==> src/pfp_pkg.sv <==
`timescale 1ns / 1ps
`default_nettype none
// ----------------------------------------------------------------------------
// pfp_pkg
// Shared types, constants and helpers for the particle sensor frame parser.
// ----------------------------------------------------------------------------
package pfp_pkg;

  // Frame layout
  localparam int FRAME_BYTES = 32;
  localparam int POS_W       = 6;
  localparam logic [POS_W-1:0] POS_MAX      = 6'd63;
  localparam logic [POS_W-1:0] POS_HEAD0    = 6'd0;
  localparam logic [POS_W-1:0] POS_HEAD1    = 6'd1;
  localparam logic [POS_W-1:0] POS_SUM_FROM = 6'd2;
  localparam logic [POS_W-1:0] POS_LAST_MIN = POS_W'(FRAME_BYTES - 1);

  localparam logic [7:0]  HEAD0     = 8'h42;
  localparam logic [7:0]  HEAD1     = 8'h4D;
  localparam logic [15:0] SUM_RESET = 16'h0000;

  // Capture slots: bytes 6..19 in slots 0..13, bytes 28..31 in slots 14..17
  localparam int CAP_DEPTH    = 18;
  localparam int CAP_LO_FIRST = 6;
  localparam int CAP_LO_COUNT = 14;
  localparam int CAP_HI_FIRST = 28;

  // Slot indexes of the reported fields (high byte of each word)
  localparam int SLOT_PM25_STD = 0;
  localparam int SLOT_PM1_AMB  = 4;
  localparam int SLOT_PM25_AMB = 6;
  localparam int SLOT_PM10_AMB = 8;
  localparam int SLOT_CNT_SM   = 10;
  localparam int SLOT_CNT_MD   = 12;
  localparam int SLOT_FW       = 14;
  localparam int SLOT_ERR      = 15;
  localparam int SLOT_CHK      = 16;

  // Buffer position that lands in a given capture slot
  function automatic logic [POS_W-1:0] cap_pos(input int slot);
    int pos;
    if (slot < CAP_LO_COUNT) begin
      pos = CAP_LO_FIRST + slot;
    end else begin
      pos = CAP_HI_FIRST + slot - CAP_LO_COUNT;
    end
    return POS_W'(pos);
  endfunction

  // One result transaction
  typedef struct packed {
    logic        frame_valid;
    logic [15:0] pm25_standard;
    logic [15:0] pm1_ambient;
    logic [15:0] pm25_ambient;
    logic [15:0] pm10_ambient;
    logic [15:0] count_small;
    logic [15:0] count_medium;
    logic [7:0]  firmware_version;
    logic [7:0]  error_code;
  } pfp_result_t;

  // Control between the input stage and the frame core
  typedef struct packed {
    logic       step;
    logic       last_byte;
    logic [7:0] data_byte;
  } pfp_step_t;

endpackage
`default_nettype wire

==> src/pfp_if.sv <==
`timescale 1ns / 1ps
`default_nettype none
// ----------------------------------------------------------------------------
// pfp_byte_if / pfp_result_if
// Valid/ready channels for received bytes and parsed frame results.
// ----------------------------------------------------------------------------
interface pfp_byte_if;
  logic       valid;
  logic       ready;
  logic [7:0] data_byte;
  logic       last_byte;

  modport source (output valid, output data_byte, output last_byte, input ready);
  modport sink   (input valid, input data_byte, input last_byte, output ready);
endinterface

interface pfp_result_if;
  logic        valid;
  logic        ready;
  logic        frame_valid;
  logic [15:0] pm25_standard;
  logic [15:0] pm1_ambient;
  logic [15:0] pm25_ambient;
  logic [15:0] pm10_ambient;
  logic [15:0] count_small;
  logic [15:0] count_medium;
  logic [7:0]  firmware_version;
  logic [7:0]  error_code;

  modport source (
    output valid, output frame_valid, output pm25_standard, output pm1_ambient,
    output pm25_ambient, output pm10_ambient, output count_small,
    output count_medium, output firmware_version, output error_code,
    input ready
  );
  modport sink (
    input valid, input frame_valid, input pm25_standard, input pm1_ambient,
    input pm25_ambient, input pm10_ambient, input count_small,
    input count_medium, input firmware_version, input error_code,
    output ready
  );
endinterface
`default_nettype wire

==> src/pfp_in_stage.sv <==
`timescale 1ns / 1ps
`default_nettype none
// ----------------------------------------------------------------------------
// pfp_in_stage
// Input register for received bytes; releases a byte to the frame core when
// the core can take it (a final byte needs a free result register).
// ----------------------------------------------------------------------------
module pfp_in_stage import pfp_pkg::*; (
  input  wire logic       clk,
  input  wire logic       rst_n,
  input  wire logic       in_valid,
  output logic            in_ready,
  input  wire logic [7:0] in_data_byte,
  input  wire logic       in_last_byte,
  input  wire logic       res_free,
  output pfp_step_t       step_o,
  output logic            hold_o
);

  logic       valid_r, valid_nxt;
  logic [7:0] data_r;
  logic       last_r;
  logic       advance;

  // Advance a held byte unless it closes a frame and the result is blocked
  assign advance  = valid_r && (!last_r || res_free);
  assign in_ready = !valid_r || advance;
  assign hold_o   = valid_r && !advance;

  assign step_o.step      = advance;
  assign step_o.last_byte = last_r;
  assign step_o.data_byte = data_r;

  always_comb begin
    valid_nxt = valid_r;
    if (in_ready) begin
      valid_nxt = in_valid;
    end
  end

  // Hold valid flag
  always_ff @(posedge clk) begin
    if (!rst_n) begin
      valid_r <= 1'b0;
    end else begin
      valid_r <= valid_nxt;
    end
  end

  // Capture payload on each accepted transaction
  always_ff @(posedge clk) begin
    if (in_valid && in_ready) begin
      data_r <= in_data_byte;
      last_r <= in_last_byte;
    end
  end

endmodule
`default_nettype wire

==> src/pfp_frame_core.sv <==
`timescale 1ns / 1ps
`default_nettype none
// ----------------------------------------------------------------------------
// pfp_frame_core
// Per-frame state: byte position, checksum accumulator, header check and
// captured field bytes. Builds the result for the final byte of a buffer.
// ----------------------------------------------------------------------------
module pfp_frame_core import pfp_pkg::*; (
  input  wire logic      clk,
  input  wire logic      rst_n,
  input  wire pfp_step_t step_i,
  output pfp_result_t    result_o
);

  logic [POS_W-1:0] pos_r, pos_nxt;
  logic [15:0]      sum_r, sum_nxt;
  logic [7:0]       dly0_r, dly1_r;
  logic             hdr_r, hdr_nxt;
  logic [7:0]       cap_r   [CAP_DEPTH];
  logic [7:0]       cap_nxt [CAP_DEPTH];
  logic [15:0]      chk_word;

  // Next state for this byte
  always_comb begin
    sum_nxt = sum_r;
    if (pos_r >= POS_SUM_FROM) begin
      sum_nxt = sum_r + {8'h00, dly1_r};
    end
    hdr_nxt = hdr_r;
    if (pos_r == POS_HEAD0 && step_i.data_byte != HEAD0) begin
      hdr_nxt = 1'b0;
    end
    if (pos_r == POS_HEAD1 && step_i.data_byte != HEAD1) begin
      hdr_nxt = 1'b0;
    end
    for (int i = 0; i < CAP_DEPTH; i++) begin
      cap_nxt[i] = (pos_r == cap_pos(i)) ? step_i.data_byte : cap_r[i];
    end
    pos_nxt = (pos_r == POS_MAX) ? pos_r : pos_r + 1'b1;
  end

  // Build the result from the updated state
  assign chk_word = {cap_nxt[SLOT_CHK], cap_nxt[SLOT_CHK+1]};

  always_comb begin
    result_o.frame_valid      = (pos_r >= POS_LAST_MIN) && hdr_nxt && (sum_nxt == chk_word);
    result_o.pm25_standard    = {cap_nxt[SLOT_PM25_STD], cap_nxt[SLOT_PM25_STD+1]};
    result_o.pm1_ambient      = {cap_nxt[SLOT_PM1_AMB], cap_nxt[SLOT_PM1_AMB+1]};
    result_o.pm25_ambient     = {cap_nxt[SLOT_PM25_AMB], cap_nxt[SLOT_PM25_AMB+1]};
    result_o.pm10_ambient     = {cap_nxt[SLOT_PM10_AMB], cap_nxt[SLOT_PM10_AMB+1]};
    result_o.count_small      = {cap_nxt[SLOT_CNT_SM], cap_nxt[SLOT_CNT_SM+1]};
    result_o.count_medium     = {cap_nxt[SLOT_CNT_MD], cap_nxt[SLOT_CNT_MD+1]};
    result_o.firmware_version = cap_nxt[SLOT_FW];
    result_o.error_code       = cap_nxt[SLOT_ERR];
  end

  // Advance state on each byte; drop back to the start after a final byte
  always_ff @(posedge clk) begin
    if (!rst_n) begin
      pos_r  <= '0;
      sum_r  <= SUM_RESET;
      dly0_r <= 8'h00;
      dly1_r <= 8'h00;
      hdr_r  <= 1'b1;
      for (int i = 0; i < CAP_DEPTH; i++) begin
        cap_r[i] <= 8'h00;
      end
    end else if (step_i.step) begin
      if (step_i.last_byte) begin
        pos_r  <= '0;
        sum_r  <= SUM_RESET;
        dly0_r <= 8'h00;
        dly1_r <= 8'h00;
        hdr_r  <= 1'b1;
        for (int i = 0; i < CAP_DEPTH; i++) begin
          cap_r[i] <= 8'h00;
        end
      end else begin
        pos_r  <= pos_nxt;
        sum_r  <= sum_nxt;
        dly0_r <= step_i.data_byte;
        dly1_r <= dly0_r;
        hdr_r  <= hdr_nxt;
        for (int i = 0; i < CAP_DEPTH; i++) begin
          cap_r[i] <= cap_nxt[i];
        end
      end
    end
  end

`ifndef SYNTHESIS
  a_pos_restart: assert property (@(posedge clk) disable iff (!rst_n)
    step_i.step && step_i.last_byte |=> pos_r == '0 && hdr_r && sum_r == SUM_RESET)
    else $error("frame state not restarted after final byte");

  a_valid_len: assert property (@(posedge clk) disable iff (!rst_n)
    step_i.step && step_i.last_byte && result_o.frame_valid |-> pos_r >= POS_LAST_MIN)
    else $error("short buffer flagged valid");

  a_bad_head: assert property (@(posedge clk) disable iff (!rst_n)
    step_i.step && !step_i.last_byte && pos_r == POS_HEAD0 && step_i.data_byte != HEAD0
    |=> !hdr_r)
    else $error("bad first header byte not recorded");
`endif

endmodule
`default_nettype wire

==> src/pfp_out_reg.sv <==
`timescale 1ns / 1ps
`default_nettype none
// ----------------------------------------------------------------------------
// pfp_out_reg
// Result register: holds one parsed frame until the sink takes it.
// ----------------------------------------------------------------------------
module pfp_out_reg import pfp_pkg::*; (
  input  wire logic        clk,
  input  wire logic        rst_n,
  input  wire logic        load,
  input  wire pfp_result_t result_i,
  output logic             free_o,
  output logic             out_valid,
  input  wire logic        out_ready,
  output pfp_result_t      result_o
);

  logic        valid_r, valid_nxt;
  pfp_result_t res_r;

  assign free_o    = !valid_r || out_ready;
  assign out_valid = valid_r;
  assign result_o  = res_r;

  always_comb begin
    valid_nxt = valid_r;
    if (load) begin
      valid_nxt = 1'b1;
    end else if (out_ready) begin
      valid_nxt = 1'b0;
    end
  end

  // Hold valid until the transaction completes
  always_ff @(posedge clk) begin
    if (!rst_n) begin
      valid_r <= 1'b0;
    end else begin
      valid_r <= valid_nxt;
    end
  end

  // Load a new result
  always_ff @(posedge clk) begin
    if (load) begin
      res_r <= result_i;
    end
  end

endmodule
`default_nettype wire

==> src/particle_sensor_frame_parser_top.sv <==
`timescale 1ns / 1ps
`default_nettype none
// ----------------------------------------------------------------------------
// particle_sensor_frame_parser_top
// Parses 32-byte particle sensor frames from a byte stream and reports the
// checksum/header verdict with the measurement fields.
// ----------------------------------------------------------------------------
// The parser takes one byte per clock cycle with no gaps needed between
// buffers. A byte is held in the input register, then the frame core
// updates position, checksum and captured fields in one pass; the result for
// a final byte is built from the updated state and loaded into the result
// register. Only a final byte ever waits: it needs the result register free,
// so a stalled result sink holds the stream only when the next frame ends.
// No clearing pass after reset; the block takes bytes at once.
module particle_sensor_frame_parser_top import pfp_pkg::*; (
  input  wire logic     clk,
  input  wire logic     rst_n,
  pfp_byte_if.sink      in_if,
  pfp_result_if.source  out_if
);

  pfp_step_t   step;
  pfp_result_t core_res;
  pfp_result_t out_res;
  logic        res_free;
  logic        in_hold;

  // Input register
  pfp_in_stage u_in_stage (
    .clk          (clk),
    .rst_n        (rst_n),
    .in_valid     (in_if.valid),
    .in_ready     (in_if.ready),
    .in_data_byte (in_if.data_byte),
    .in_last_byte (in_if.last_byte),
    .res_free     (res_free),
    .step_o       (step),
    .hold_o       (in_hold)
  );

  // Frame state and result build
  pfp_frame_core u_frame_core (
    .clk      (clk),
    .rst_n    (rst_n),
    .step_i   (step),
    .result_o (core_res)
  );

  // Result register
  pfp_out_reg u_out_reg (
    .clk       (clk),
    .rst_n     (rst_n),
    .load      (step.step && step.last_byte),
    .result_i  (core_res),
    .free_o    (res_free),
    .out_valid (out_if.valid),
    .out_ready (out_if.ready),
    .result_o  (out_res)
  );

  assign out_if.frame_valid      = out_res.frame_valid;
  assign out_if.pm25_standard    = out_res.pm25_standard;
  assign out_if.pm1_ambient      = out_res.pm1_ambient;
  assign out_if.pm25_ambient     = out_res.pm25_ambient;
  assign out_if.pm10_ambient     = out_res.pm10_ambient;
  assign out_if.count_small      = out_res.count_small;
  assign out_if.count_medium     = out_res.count_medium;
  assign out_if.firmware_version = out_res.firmware_version;
  assign out_if.error_code       = out_res.error_code;

`ifndef SYNTHESIS
  a_hold_blocked: assert property (@(posedge clk) disable iff (!rst_n)
    in_hold |-> step.last_byte && out_if.valid && !out_if.ready)
    else $error("byte held without a blocked result");

  a_no_overwrite: assert property (@(posedge clk) disable iff (!rst_n)
    out_if.valid && !out_if.ready |=> !$past(step.step && step.last_byte) || $past(res_free))
    else $error("pending result overwritten");

  a_result_follows: assert property (@(posedge clk) disable iff (!rst_n)
    step.step && step.last_byte |=> out_if.valid)
    else $error("final byte produced no result");
`endif

endmodule
`default_nettype wire
==> src/flat_wrapper.sv <==
// flat-port wrapper written by rule: the top's interface ports become plain ports
module particle_sensor_frame_parser_top_flat import pfp_pkg::*;
  (clk, rst_n, in_if_valid, in_if_data_byte, in_if_last_byte, in_if_ready, out_if_valid, out_if_frame_valid, out_if_pm25_standard, out_if_pm1_ambient, out_if_pm25_ambient, out_if_pm10_ambient, out_if_count_small, out_if_count_medium, out_if_firmware_version, out_if_error_code, out_if_ready);
  pfp_byte_if in_if_i ();
  pfp_result_if out_if_i ();
  input  wire logic clk;
  input  wire logic rst_n;
  input wire logic [$bits(in_if_i.valid)-1:0] in_if_valid;
  input wire logic [$bits(in_if_i.data_byte)-1:0] in_if_data_byte;
  input wire logic [$bits(in_if_i.last_byte)-1:0] in_if_last_byte;
  output wire logic [$bits(in_if_i.ready)-1:0] in_if_ready;
  output wire logic [$bits(out_if_i.valid)-1:0] out_if_valid;
  output wire logic [$bits(out_if_i.frame_valid)-1:0] out_if_frame_valid;
  output wire logic [$bits(out_if_i.pm25_standard)-1:0] out_if_pm25_standard;
  output wire logic [$bits(out_if_i.pm1_ambient)-1:0] out_if_pm1_ambient;
  output wire logic [$bits(out_if_i.pm25_ambient)-1:0] out_if_pm25_ambient;
  output wire logic [$bits(out_if_i.pm10_ambient)-1:0] out_if_pm10_ambient;
  output wire logic [$bits(out_if_i.count_small)-1:0] out_if_count_small;
  output wire logic [$bits(out_if_i.count_medium)-1:0] out_if_count_medium;
  output wire logic [$bits(out_if_i.firmware_version)-1:0] out_if_firmware_version;
  output wire logic [$bits(out_if_i.error_code)-1:0] out_if_error_code;
  input wire logic [$bits(out_if_i.ready)-1:0] out_if_ready;
  assign in_if_i.valid = in_if_valid;
  assign in_if_i.data_byte = in_if_data_byte;
  assign in_if_i.last_byte = in_if_last_byte;
  assign in_if_ready = in_if_i.ready;
  assign out_if_valid = out_if_i.valid;
  assign out_if_frame_valid = out_if_i.frame_valid;
  assign out_if_pm25_standard = out_if_i.pm25_standard;
  assign out_if_pm1_ambient = out_if_i.pm1_ambient;
  assign out_if_pm25_ambient = out_if_i.pm25_ambient;
  assign out_if_pm10_ambient = out_if_i.pm10_ambient;
  assign out_if_count_small = out_if_i.count_small;
  assign out_if_count_medium = out_if_i.count_medium;
  assign out_if_firmware_version = out_if_i.firmware_version;
  assign out_if_error_code = out_if_i.error_code;
  assign out_if_i.ready = out_if_ready;
  particle_sensor_frame_parser_top u_core (.clk(clk), .rst_n(rst_n), .in_if(in_if_i), .out_if(out_if_i));
endmodule
==> config.mk <==
export PLATFORM = sky130hd
export DESIGN_NAME = particle_sensor_frame_parser_top_flat
export DESIGN_NICKNAME = d
export VERILOG_FILES = /design/src/pfp_pkg.sv /design/src/pfp_if.sv /design/src/pfp_in_stage.sv /design/src/pfp_frame_core.sv /design/src/pfp_out_reg.sv /design/src/particle_sensor_frame_parser_top.sv /design/src/flat_wrapper.sv
export SDC_FILE = /design/constraint.sdc
export NUM_CORES = 1
export LEC_CHECK = 0
export ABC_AREA = 1
export BUFFER_PORTS_ARGS = -buffer_cell sky130_fd_sc_hd__buf_4
export CAP_MARGIN = 0
export CORE_MARGIN = 2
export CORE_UTILIZATION = 59
export DETAILED_ROUTE_END_ITERATION = 16
export PLACE_DENSITY = 0.8
export SYNTH_ARGS = -nofsm -noshare
export SYNTH_HDL_FRONTEND = slang
export SYNTH_SLANG_ARGS = --single-unit
export TNS_END_PERCENT = 30
==> constraint.sdc <==
create_clock -name clk -period 6.1 [get_ports clk]
set_input_delay 0.915 -clock clk [delete_from_list [all_inputs] [get_ports clk]]
set_output_delay 0.915 -clock clk [all_outputs]
set_load 0.01 [all_outputs]
## After elaboration in Yosys (flattened, before gate mapping)

Memory sizes are Yosys's and may differ from the RTL's.
Cells that the tools add are included.
W data, S select, Z words.

- Add/subtract/negate cells: 2
- Magnitude comparators: 2
- Eq/ne operators: 26
- Muxes and demuxes: 74
- Bitwise operators: 36
- Reductions and logical operators: 18

Operators with widths:

| operator | count |
|---|---|
| $mux W8 | 56 |
| $eq A6 B4 Y1 const B | 8 |
| $eq A6 B5 Y1 const B | 8 |
| $or A1 B1 Y1 | 36 |
| $mux W16 | 2 |
| $add A16 B8 Y16 | 1 |
| $eq A16 B16 Y1 | 1 |
| $ne A8 B7 Y1 const B | 2 |
| $mux W1 | 14 |
| $eq A6 B3 Y1 const B | 2 |
| $mux W6 | 2 |
| $logic_and A1 B1 Y1 | 7 |
| $add A6 B1 Y6 const B | 1 |
| $eq A6 B1 Y1 const B | 1 |
| $eq A6 B6 Y1 const B | 1 |
| $ge A6 B2 Y1 const B | 1 |
| $ge A6 B5 Y1 const B | 1 |
| $logic_not A6 Y1 | 1 |
| $reduce_and A2 Y1 | 3 |
| $logic_not A1 Y1 | 3 |
| $logic_or A1 B1 Y1 | 3 |
| $ne A1 B1 Y1 const B | 2 |
| $ne A2 B1 Y1 const B | 1 |
| $reduce_bool A2 Y1 | 1 |

- Register bits after elaboration: 163
- Bits in writable memories: 144
- Input bits: 13
- Output and inout bits: 115
- Logic and storage cells: 177
- Memories: 1

Memories:

| name | words | width | rd ports | clocked after memory_dff | wr ports | RTL line | source |
|---|---|---|---|---|---|---|---|
| u_core.u_frame_core.cap_r | 18 | 8 | 16 | 0 | 18 | pfp_frame_core.sv:19 | `logic [7:0] cap_r [CAP_DEPTH];` |

## Longest topological paths before layout

Gate-level depths: netlist of the first run.

- Word-level depth: 9
- Mapped depth: 18
- Gate-level depth less buffers: 18

## Cells and area by module

Synthesis of the first run repeated with hierarchy kept, for this count alone.

- Cell total of the unflattened synthesis: 1,479
- Area, all modules: 13,894.6 um^2

By module, submodules not included:

| module | times used | cells each | area each (um^2) | seq. area each (um^2) |
|---|---|---|---|---|
| pfp_frame_core | 1 | 1,337 | 10,093.4 | 4,624.4 |
| pfp_out_reg | 1 | 119 | 3,439.5 | 3,413.3 |
| pfp_in_stage | 1 | 21 | 354.1 | 290.3 |
| particle_sensor_frame_parser_top | 1 | 2 | 7.5 | 0.0 |

## Least setup slack after synthesis of the first run

OpenSTA, ideal clock, no wires.

- Path kind: input-to-reg
- Start: input port out_if_ready
- End: memory u_core.u_frame_core.cap_r[0][0], enable pin
- Library setup time: 1,056 ps
- Arrival: 3,621 ps
- Required time: 5,044 ps
- Slack: 1,423 ps
- Cell stages on the path: 5
- Path buffers: 1
- Cell sequence: nor2_1 -> nand2_1 -> nand2_1 -> clkbuf_1 -> nand2_1

RTL lines:

| what | RTL line | source |
|---|---|---|
| start, declared | flat_wrapper.sv:22 | `input wire logic [$bits(out_if_i.ready)-1:0] out_if_ready;` |
| end, declared | pfp_frame_core.sv:19 |  |

==> summary.md, run 1 <==
| Metric | Value |
|---|---|
| Highest clock rate | 0.310 GHz |
| Switching share of total power | 0.217 |
| Area share of fa/ha/maj cells after synthesis | 0.0130 |
| Number of fill cells in the layout | between 1500 and 2000 |
| GRT Overall Usage | 0.242 |
| Post-Syn Instances | around 1400 |
| Area used by sequential logic in the layout | 0.00833 mm2 |
| Placement Cell Area | 0.0142 mm2 |
| Via total after detailed routing | 9512 |
| Largest area contributor in the netlist | edfxtp_1 |
| Core Rows | 54 |
| Fraction of layout cells with a size suffix above 1 | 0.128 |
| Routed length per instance | roughly 16 um |
| Design area | 0.0151 mm2 |
| Final hold vios | 0 |
| Number of storage elements in the synthesis netlist | between 200 and 300 |
| Number of distinct library cells after synthesis | 33 |
| WP data arrival | 3500 ps |
| Share of Yosys cell area claimed by the top area cell type | 0.575 |
| Type of the tightest min-delay check | register to register |
| CTS H-tree lvls | 1 |
| Cts-stage hold buffer count | 0 |
| Maxcap violations | 0 |
| Remaining max-slew budget at the tightest pin | 0.277 |
| Simple logic cell fraction of the synthesized area | 0.167 |
| Post-synthesis sequential area ratio | 0.638 |
| Post-detail-place hpwl | 18.4 mm |
| Cell chosen for the clock root | clkbuf_16 |
| Post CTS Setup Buffer Count | 0 |
| Initial antenna violation count | 0 |
| Combinational group share of total power | 0.058 |
| Post-placement cell count | roughly 1700 |
| Proportion of register bits with asynchronous set or reset after synthesis | 0 |
| Dominant combinational cell family by area after synthesis | simple AND/OR/NAND/NOR gates |
| Leakage power of the design | roughly 0.007 uW |
| Mean cell area of the mapped netlist | about 9.4 um2 |
| Clock edge transition at the registers on the reported setup and hold paths | 60 ps |
| Chip width | between 150 and 200 um |
| Pre-Repair DR Iteration Count | 7 |
| CTS tree | yes |
| Die outline area | roughly 0.023 mm2 |
| Power density of the placed cells | approximately 280 mW/mm2 |
| Initial detailed-routing violation count | about 860 |
| Ys flop type | edfxtp_1 |
| Xor-xnor portion of the synthesized cell area | 0.00441 |
| Final sum of negative setup slack | 0 ps |
| Antenna diodes | 0 |
| Starting Density | 0.600 |
| Total length of routed wires | just under 30 mm |
| Most instantiated library cell after synthesis | inv_1 |
| Net Switching | about 920 uW |
| Grt met3 use | 0.0447 |
| Number of global-route vias before repair | a little over 9000 |
| Die boundary height | around 150 um |
| Power Internal | roughly 3300 uW |
| Total clock buffers created by CTS | 29 |
| Data required time of the worst path | about 6400 ps |
| Global-route wire length before repair | approximately 46 mm |
| Fraction of power consumed by sequential logic | 0.539 |
| Maximum number of pins on one net before global-route repair | between 70 and 80 |
| Largest fanout of any net on the critical path | 64 |
| Number of flops mapped to enable cells by yosys | 250 |
| Slew at the pin closest to its max-slew limit | about 1100 ps |
| Final cell count without fillers | between 1500 and 2000 |
| Worst vdd ir | between 0.15 and 0.2 mV |
| Insertion delay to the later sink of the worst-skew pair | between 500 and 600 ps |
| Residual overflow from global routing | 0 |
| Number of buffers added on ports | about 130 |
| Synthesized netlist net count | between 1000 and 1500 |
| Final-report max-slew violation count | 0 |
| Area growth from synthesis to layout | 15.7% |
| Result of the run | complete, no violations |
| Crit Path Class | input port to register |
| PostCTS Resize Cnt | 0 |
| Met2 track demand over resource in global routing | 0.408 |
| Weighted congestion at the end of routability-driven global placement | 0.893 |
| Busiest layer in global routing | met2 |
| Mapped cell area | between 0.01 and 0.015 mm2 |
| Antenna viol nets, final | 0 |
| Worst clock skew on the final layout | approximately 10 ps |
| Part of the total power dissipated in the clock network | 0.403 |
| Synth warnings | 0 |
| I/O pin count | between 100 and 150 |
| Count of endpoints failing setup in the final report | 0 |
| # DRC | 0 |
| Complex-gate fraction of the synthesized area | 0.0700 |
| Post-route minimum period | about 3200 ps |
| Met1 global-route usage | 0.313 |
| Maximum clock insertion buffer count | 3 |
| Total clock sinks | a little under 300 |
| Area contributors post-synth | edfxtp_1, inv_1, nand2_1, dfxtp_1, o21ai_0 |
| RSZ-0062 raised after global routing | false |
| Most instantiated cells after synthesis | inv_1, nand2_1, edfxtp_1, nor2_1, o21ai_0 |
| Multiplexer share of the synthesized area | 0 |
| CORE AREA | 0.0218 mm2 |
| Part of the cycle the worst path needs | 0.529 |
| Type of origin of the critical path | input port |
| Number of nets in the finished design | 1525 |
| Post-DR vias/cell | ~5.3 |
| Multi-input logic area | between 0.003 and 0.004 mm2 |
| Endpoint kind of the worst setup timing path | register |
[worst paths after layout]
| check | slack, ps | cells after the start | end | startpoint |
|---|---|---|---|---|
| max reg2reg | 2900 | 6 | u_core.u_out_reg.result_o[98]$_DFFE_PP_ | u_core.u_in_stage.last_r$_DFFE_PP_ |
| min | 480 | 2 | u_core.u_frame_core.dly0_r[0]$_SDFFE_PN0P_ | u_core.u_frame_core.dly0_r[0]$_SDFFE_PN0P_ |
| min reg2reg | 480 | 2 | u_core.u_frame_core.dly0_r[0]$_SDFFE_PN0P_ | u_core.u_frame_core.dly0_r[0]$_SDFFE_PN0P_ |
| max | 2870 | 8 | u_core.u_frame_core.cap_r[0][135]$_SDFFCE_PN0P_ | out_if_ready |
[power groups by stage]
stage               Clock (uW)  Sequential, uW  Combinational [uW]
floorplan                    0            2330                 144
global placement             0            2330                 233
detailed placement           0            2330                 242
CTS                       1720            2290                 246
global route              1800            2300                 276
finish                    1710            2290                 247
[metal layers]
metal,wire length (um),vias up,share of wire
li1,-,4614,-
met1,11400,4434,0.39
met2,14400,382,0.49
met3,2070,82,0.071
met4,1180,0,0.041
met5,0,-,0
[cell families after synthesis]
logic type | after synthesis
adders and majority gates | 13
AOI/OAI and AO/OA | 176
DFF | 291
buffers and inverters | 365
xor gates and xnor gates | 5
and+or+nand+nor | 535
[worst max-delay path, cell delays in order]
cell and delay, ps:
buf_4 110, nor2_1 220, nand2_1 80, nand2_1 640, nor2_2 230, nand2_4 610
buf_4 570, nor2_1 110
[final cells by class]
type / count / area share
Tap cell: 280 / 0.0232
Multi-Input combinational cell: 729 / 0.221
Timing Repair Buffer: 133 / 0.0661
Clock inverter: 9 / 0.00629
Inverter: 315 / 0.0784
Sequential cell: 291 / 0.551
Clock buffer: 44 / 0.0537
[sequential cells by signal (all words and copies together) (netlist names), 6 cells and up]
signal and flops:
u_core.u_frame_core.cap_r 128, u_core.u_out_reg.result_o 113, u_core.u_frame_core.sum_r 16, u_core.u_frame_core.dly0_r 8, u_core.u_frame_core.dly1_r 8, u_core.u_in_stage.data_r 8
u_core.u_frame_core.pos_r 6
[cell usage in the layout, fill, tap and decap left out, drive strengths merged, types with 2 or more instances in the layout]
cell,n
nand3b,5
or2,5
bufinv,2
nand4,10
clkbuf,44
dfxtp,41
nand2,282
xor2,3
nor2,172
o22ai,16
buf,133
nand3,59
nor3,2
inv,315
clkinv,7
ha,12
a21oi,18
o21ai,140
edfxtp,250
[metrics by stage]
stage,worst slack (ps),util,hold slack (ps),total power [uW]
after floorplan,1420,-,446,2470
after global placement,2430,0.653,457,2560
after detailed placement,2360,0.653,470,2570
after CTS,2910,0.694,476,4260
after global routing,2670,0.694,500,4370
final,2870,0.694,478,4250
(Power assumes the default switching activity.)
==> run 2, diff against run 1 <==
--- a/config.mk
+++ b/config.mk
@@ -5,7 +5,7 @@
 export SDC_FILE = /design/constraint.sdc
 export NUM_CORES = 1
 export LEC_CHECK = 0
-export ABC_AREA = 1
+export ABC_AREA = 0
 export BUFFER_PORTS_ARGS = -buffer_cell sky130_fd_sc_hd__buf_4
 export CAP_MARGIN = 0
 export CORE_MARGIN = 2
==> constraint.sdc (replaced) <==
create_clock -name clk -period 3.3 [get_ports clk]
set_input_delay 0.495 -clock clk [delete_from_list [all_inputs] [get_ports clk]]
set_output_delay 0.495 -clock clk [all_outputs]
set_load 0.01 [all_outputs]
==> summary.md, run 2 <==
| Metric | Value |
|---|---|
| WP data arrival | 3330 ps (-170 ps) |
| Data required time of the worst path | 3660 ps (-2710 ps) |
| Post CTS Setup Buffer Count | 0 (unchanged) |
| Routed length per instance | 20.9 um (+30%) |
| Highest clock rate | roughly 0.34 GHz |
| Proportion of register bits with asynchronous set or reset after synthesis | 0 (unchanged) |
| Number of global-route vias before repair | 7285 (-20%) |
| Die outline area | 0.0222 mm2 (-4.7%) |
| Residual overflow from global routing | 0 (unchanged) |
| Largest fanout of any net on the critical path | 5 (-92%) |
| Starting Density | 0.597 (-0.00320) |
| Weighted congestion at the end of routability-driven global placement | 0.911 (+2.1%) |
| Mapped cell area | 0.0124 mm2 (-4.8%) |
| Crit Path Class | register to register |
| Number of distinct library cells after synthesis | 54 (+64%) |
| Leading cell types in the layout, fill and taps excluded | edfxtp_1, buf_4, and2_1 |
| Most instantiated cells after synthesis | edfxtp_1, and2_1, mux2_2, dfxtp_1, clkbuf_1 |
| Type of origin of the critical path | register |
| Share of Yosys cell area claimed by the top area cell type | 0.604 (+0.0290) |
| Clock edge transition at the registers on the reported setup and hold paths | 70 ps (about the same) |
| Cell chosen for the clock root | clkbuf_16 |
| Maxcap violations | 0 (unchanged) |
| Core Rows | 53 (-1.9%) |
| Number of flops mapped to enable cells by yosys | 250 (unchanged) |
| Most common library cell in the layout ignoring fill and taps | edfxtp_1 |
| CTS H-tree lvls | 1 (unchanged) |
| Synthesized netlist net count | 875 (-38%) |
| CTS tree | yes |
| Count of endpoints failing setup in the final report | 0 (unchanged) |
| Initial antenna violation count | 1 (+1) |
| Flip-flop count of the largest register after layout | 128 (unchanged) |
| Antenna diodes | 0 (unchanged) |
| Post-Syn Instances | 849 (-39%) |
| Largest area contributor in the netlist | edfxtp_1 |
| Number of nets in the finished design | 1010 (-34%) |
| Worst vdd ir | 0.459 mV (+180%) |
| Remaining max-slew budget at the tightest pin | 0.303 (+0.0258) |
| Area growth from synthesis to layout | 19.0% |
| Total length of routed wires | 26.8 mm (-7.6%) |
| Maximum number of pins on one net before global-route repair | 81 (+2.5%) |
| Area contributors post-synth | edfxtp_1, mux2_2, dfxtp_1, and2_1, mux2i_1 |
| Post-detail-place hpwl | 16.1 mm (-13%) |
| Fin Hold WS | 131 ps (-347 ps) |
| Post-DR vias/cell | 5.71 (+8.1%) |
| Endpoint kind of the worst setup timing path | register |
| Final-report max-slew violation count | 0 (unchanged) |
| Chip width | 149 um (-2.4%) |
| Synth warnings | 0 (unchanged) |
| Part of the cycle the worst path needs | 0.900 |
| # DRC | 0 (unchanged) |
| Leakage power of the design | 0.00576 uW (-20%) |
| Global-route wire length before repair | 41.2 mm (-10%) |
| Number of buffers added on ports | 127 (unchanged) |
| Fraction of layout cells with a size suffix above 1 | 0.323 (+0.195) |
| Post-synthesis sequential area ratio | 0.670 (+0.0322) |
| Number of storage elements in the synthesis netlist | 291 (unchanged) |
| Result of the run | complete, no violations |
| I/O pin count | 128 (unchanged) |
| Initial detailed-routing violation count | 507 (-41%) |
| Number of fill cells in the layout | 1395 (-10%) |
| Pre-Repair DR Iteration Count | 5 (-2) |
| RSZ-0062 raised after global routing | false |
| Die boundary height | 149 um (-2.4%) |
| Final hold vios | 0 (unchanged) |
| Maximum clock insertion buffer count | 3 (unchanged) |
| Ys flop type | edfxtp_1 |
| CORE AREA | 0.0208 mm2 (-4.3%) |
| Total clock buffers created by CTS | 30 (+3.4%) |
| Type of the tightest min-delay check | input port to register |
| Power density of the placed cells | 546 mW/mm2 (+94%) |
| Design area | 0.0148 mm2 (-2.1%) |
| Antenna viol nets, final | 0 (unchanged) |
| Post-route minimum period | about 3000 ps |
| Worst clock skew on the final layout | 8.45 ps (-1.66 ps) |
| Most instantiated library cell after synthesis | edfxtp_1 |
| Mean cell area of the mapped netlist | 14.6 um2 (+55%) |
| Placement Cell Area | 0.0138 mm2 (-3.1%) |
| Total clock sinks | 291 (unchanged) |
| GRT Overall Usage | 0.242 (about the same) |
| Slew at the pin closest to its max-slew limit | 1050 ps (-36.2 ps) |
| Largest Register | u_core.u_frame_core.cap_r |
| Insertion delay to the later sink of the worst-skew pair | 540 ps (about the same) |
| Via total after detailed routing | 7324 (-23%) |
run 2: changes by cell type after synthesis, sizes merged, moves of 13 or more:
cell and delta:
a22o +22, and2 +120, inv -303, mux2 +113, mux2i +22, nand2 -246, nand3 -47, nor2 -139
nor2b +13, o21ai -127, o22ai -16, xnor2 +18
run 2: final cells by class:
class / instances / area [um2] / share of cell area
Timing Repair Buffer: 148 / 1150 / 0.0776
Tap cell: 275 / 344 / 0.0233
Sequential cell: 291 / 8330 / 0.563
Multi-Input combinational cell: 502 / 3890 / 0.263
Inverter: 11 / 48.8 / 0.00330
Clock buffer: 39 / 856 / 0.0578
Clock inverter: 17 / 183 / 0.0123
run 2: path summary, 6_finish.rpt:
kind,from,endpoint,slack [ps],cells past startpoint
setup / recovery,u_core.u_frame_core.sum_r[0]$_SDFFE_PN0P_,u_core.u_out_reg.result_o[112]$_DFFE_PP_,330,11
hold / removal,in_if_data_byte[4],u_core.u_in_stage.data_r[4]$_DFFE_PP_,130,1
setup reg to reg,u_core.u_frame_core.sum_r[0]$_SDFFE_PN0P_,u_core.u_out_reg.result_o[112]$_DFFE_PP_,330,11
hold reg to reg,u_core.u_frame_core.dly0_r[4]$_SDFFE_PN0P_,u_core.u_frame_core.dly1_r[4]$_SDFFE_PN0P_,470,1
run 2: kinds of logic (layout without fill, tap and decap cells):
family	count (synthesis)	in the layout	share of synthesized area
adder cells (fa/ha/maj)	13	13	0.0137
AO/OA/AOI/OAI	75	75	0.0425
buffers and inverters	56	215	0.0192
AND/OR/NAND/NOR	251	251	0.115
flip-flops	291	291	0.670
multiplexers	135	135	0.120
XOR/XNOR	28	28	0.0197
run 2: power by group:
part,internal [uW],switching [uW]
clock network,2070,1400
registers,4150,59.4
logic,164,241
run 2: timing repair:
item	4_1_cts	5_1_grt
setup endpoints to repair	0	1
gates resized for setup	0	1
hold buffers	0	0
run 2: per-stage QoR:
stage	setup TNS, ps	power, uW	cells	util	setup WS [ps]
global placement	0	4670	1227	0.661	405
global route	0	8330	1283	0.711	96.3
finish	0	8080	1283	0.711	331
floorplan	-3290	4500	849	-	-27.4
CTS	0	8140	1283	0.710	283
detailed placement	0	4680	1227	0.661	298
run 2: worst max-delay path, stage by stage, from the launching register on:
cell     delay, ps
dfxtp_1        370
ha_1           180
inv_1           60
fa_1           450
nor2b_1        210
o31a_1         210
o22a_1         240
nand4_1        190
xnor2_1        180
nor4_1         260
nand4_1        120
nor4_1         290
run 2: metal layers:
metal / vias to the layer above / part of all wire / GRT usage / wire length, um
met3: 40 / 0.079 / 0.0627 / 2110
met2: 243 / 0.48 / 0.391 / 12900
met5: - / 0 / 0 / 0
li1: 3392 / - / - / -
met4: 0 / 0.020 / 0.0629 / 547
met1: 3649 / 0.42 / 0.331 / 11200
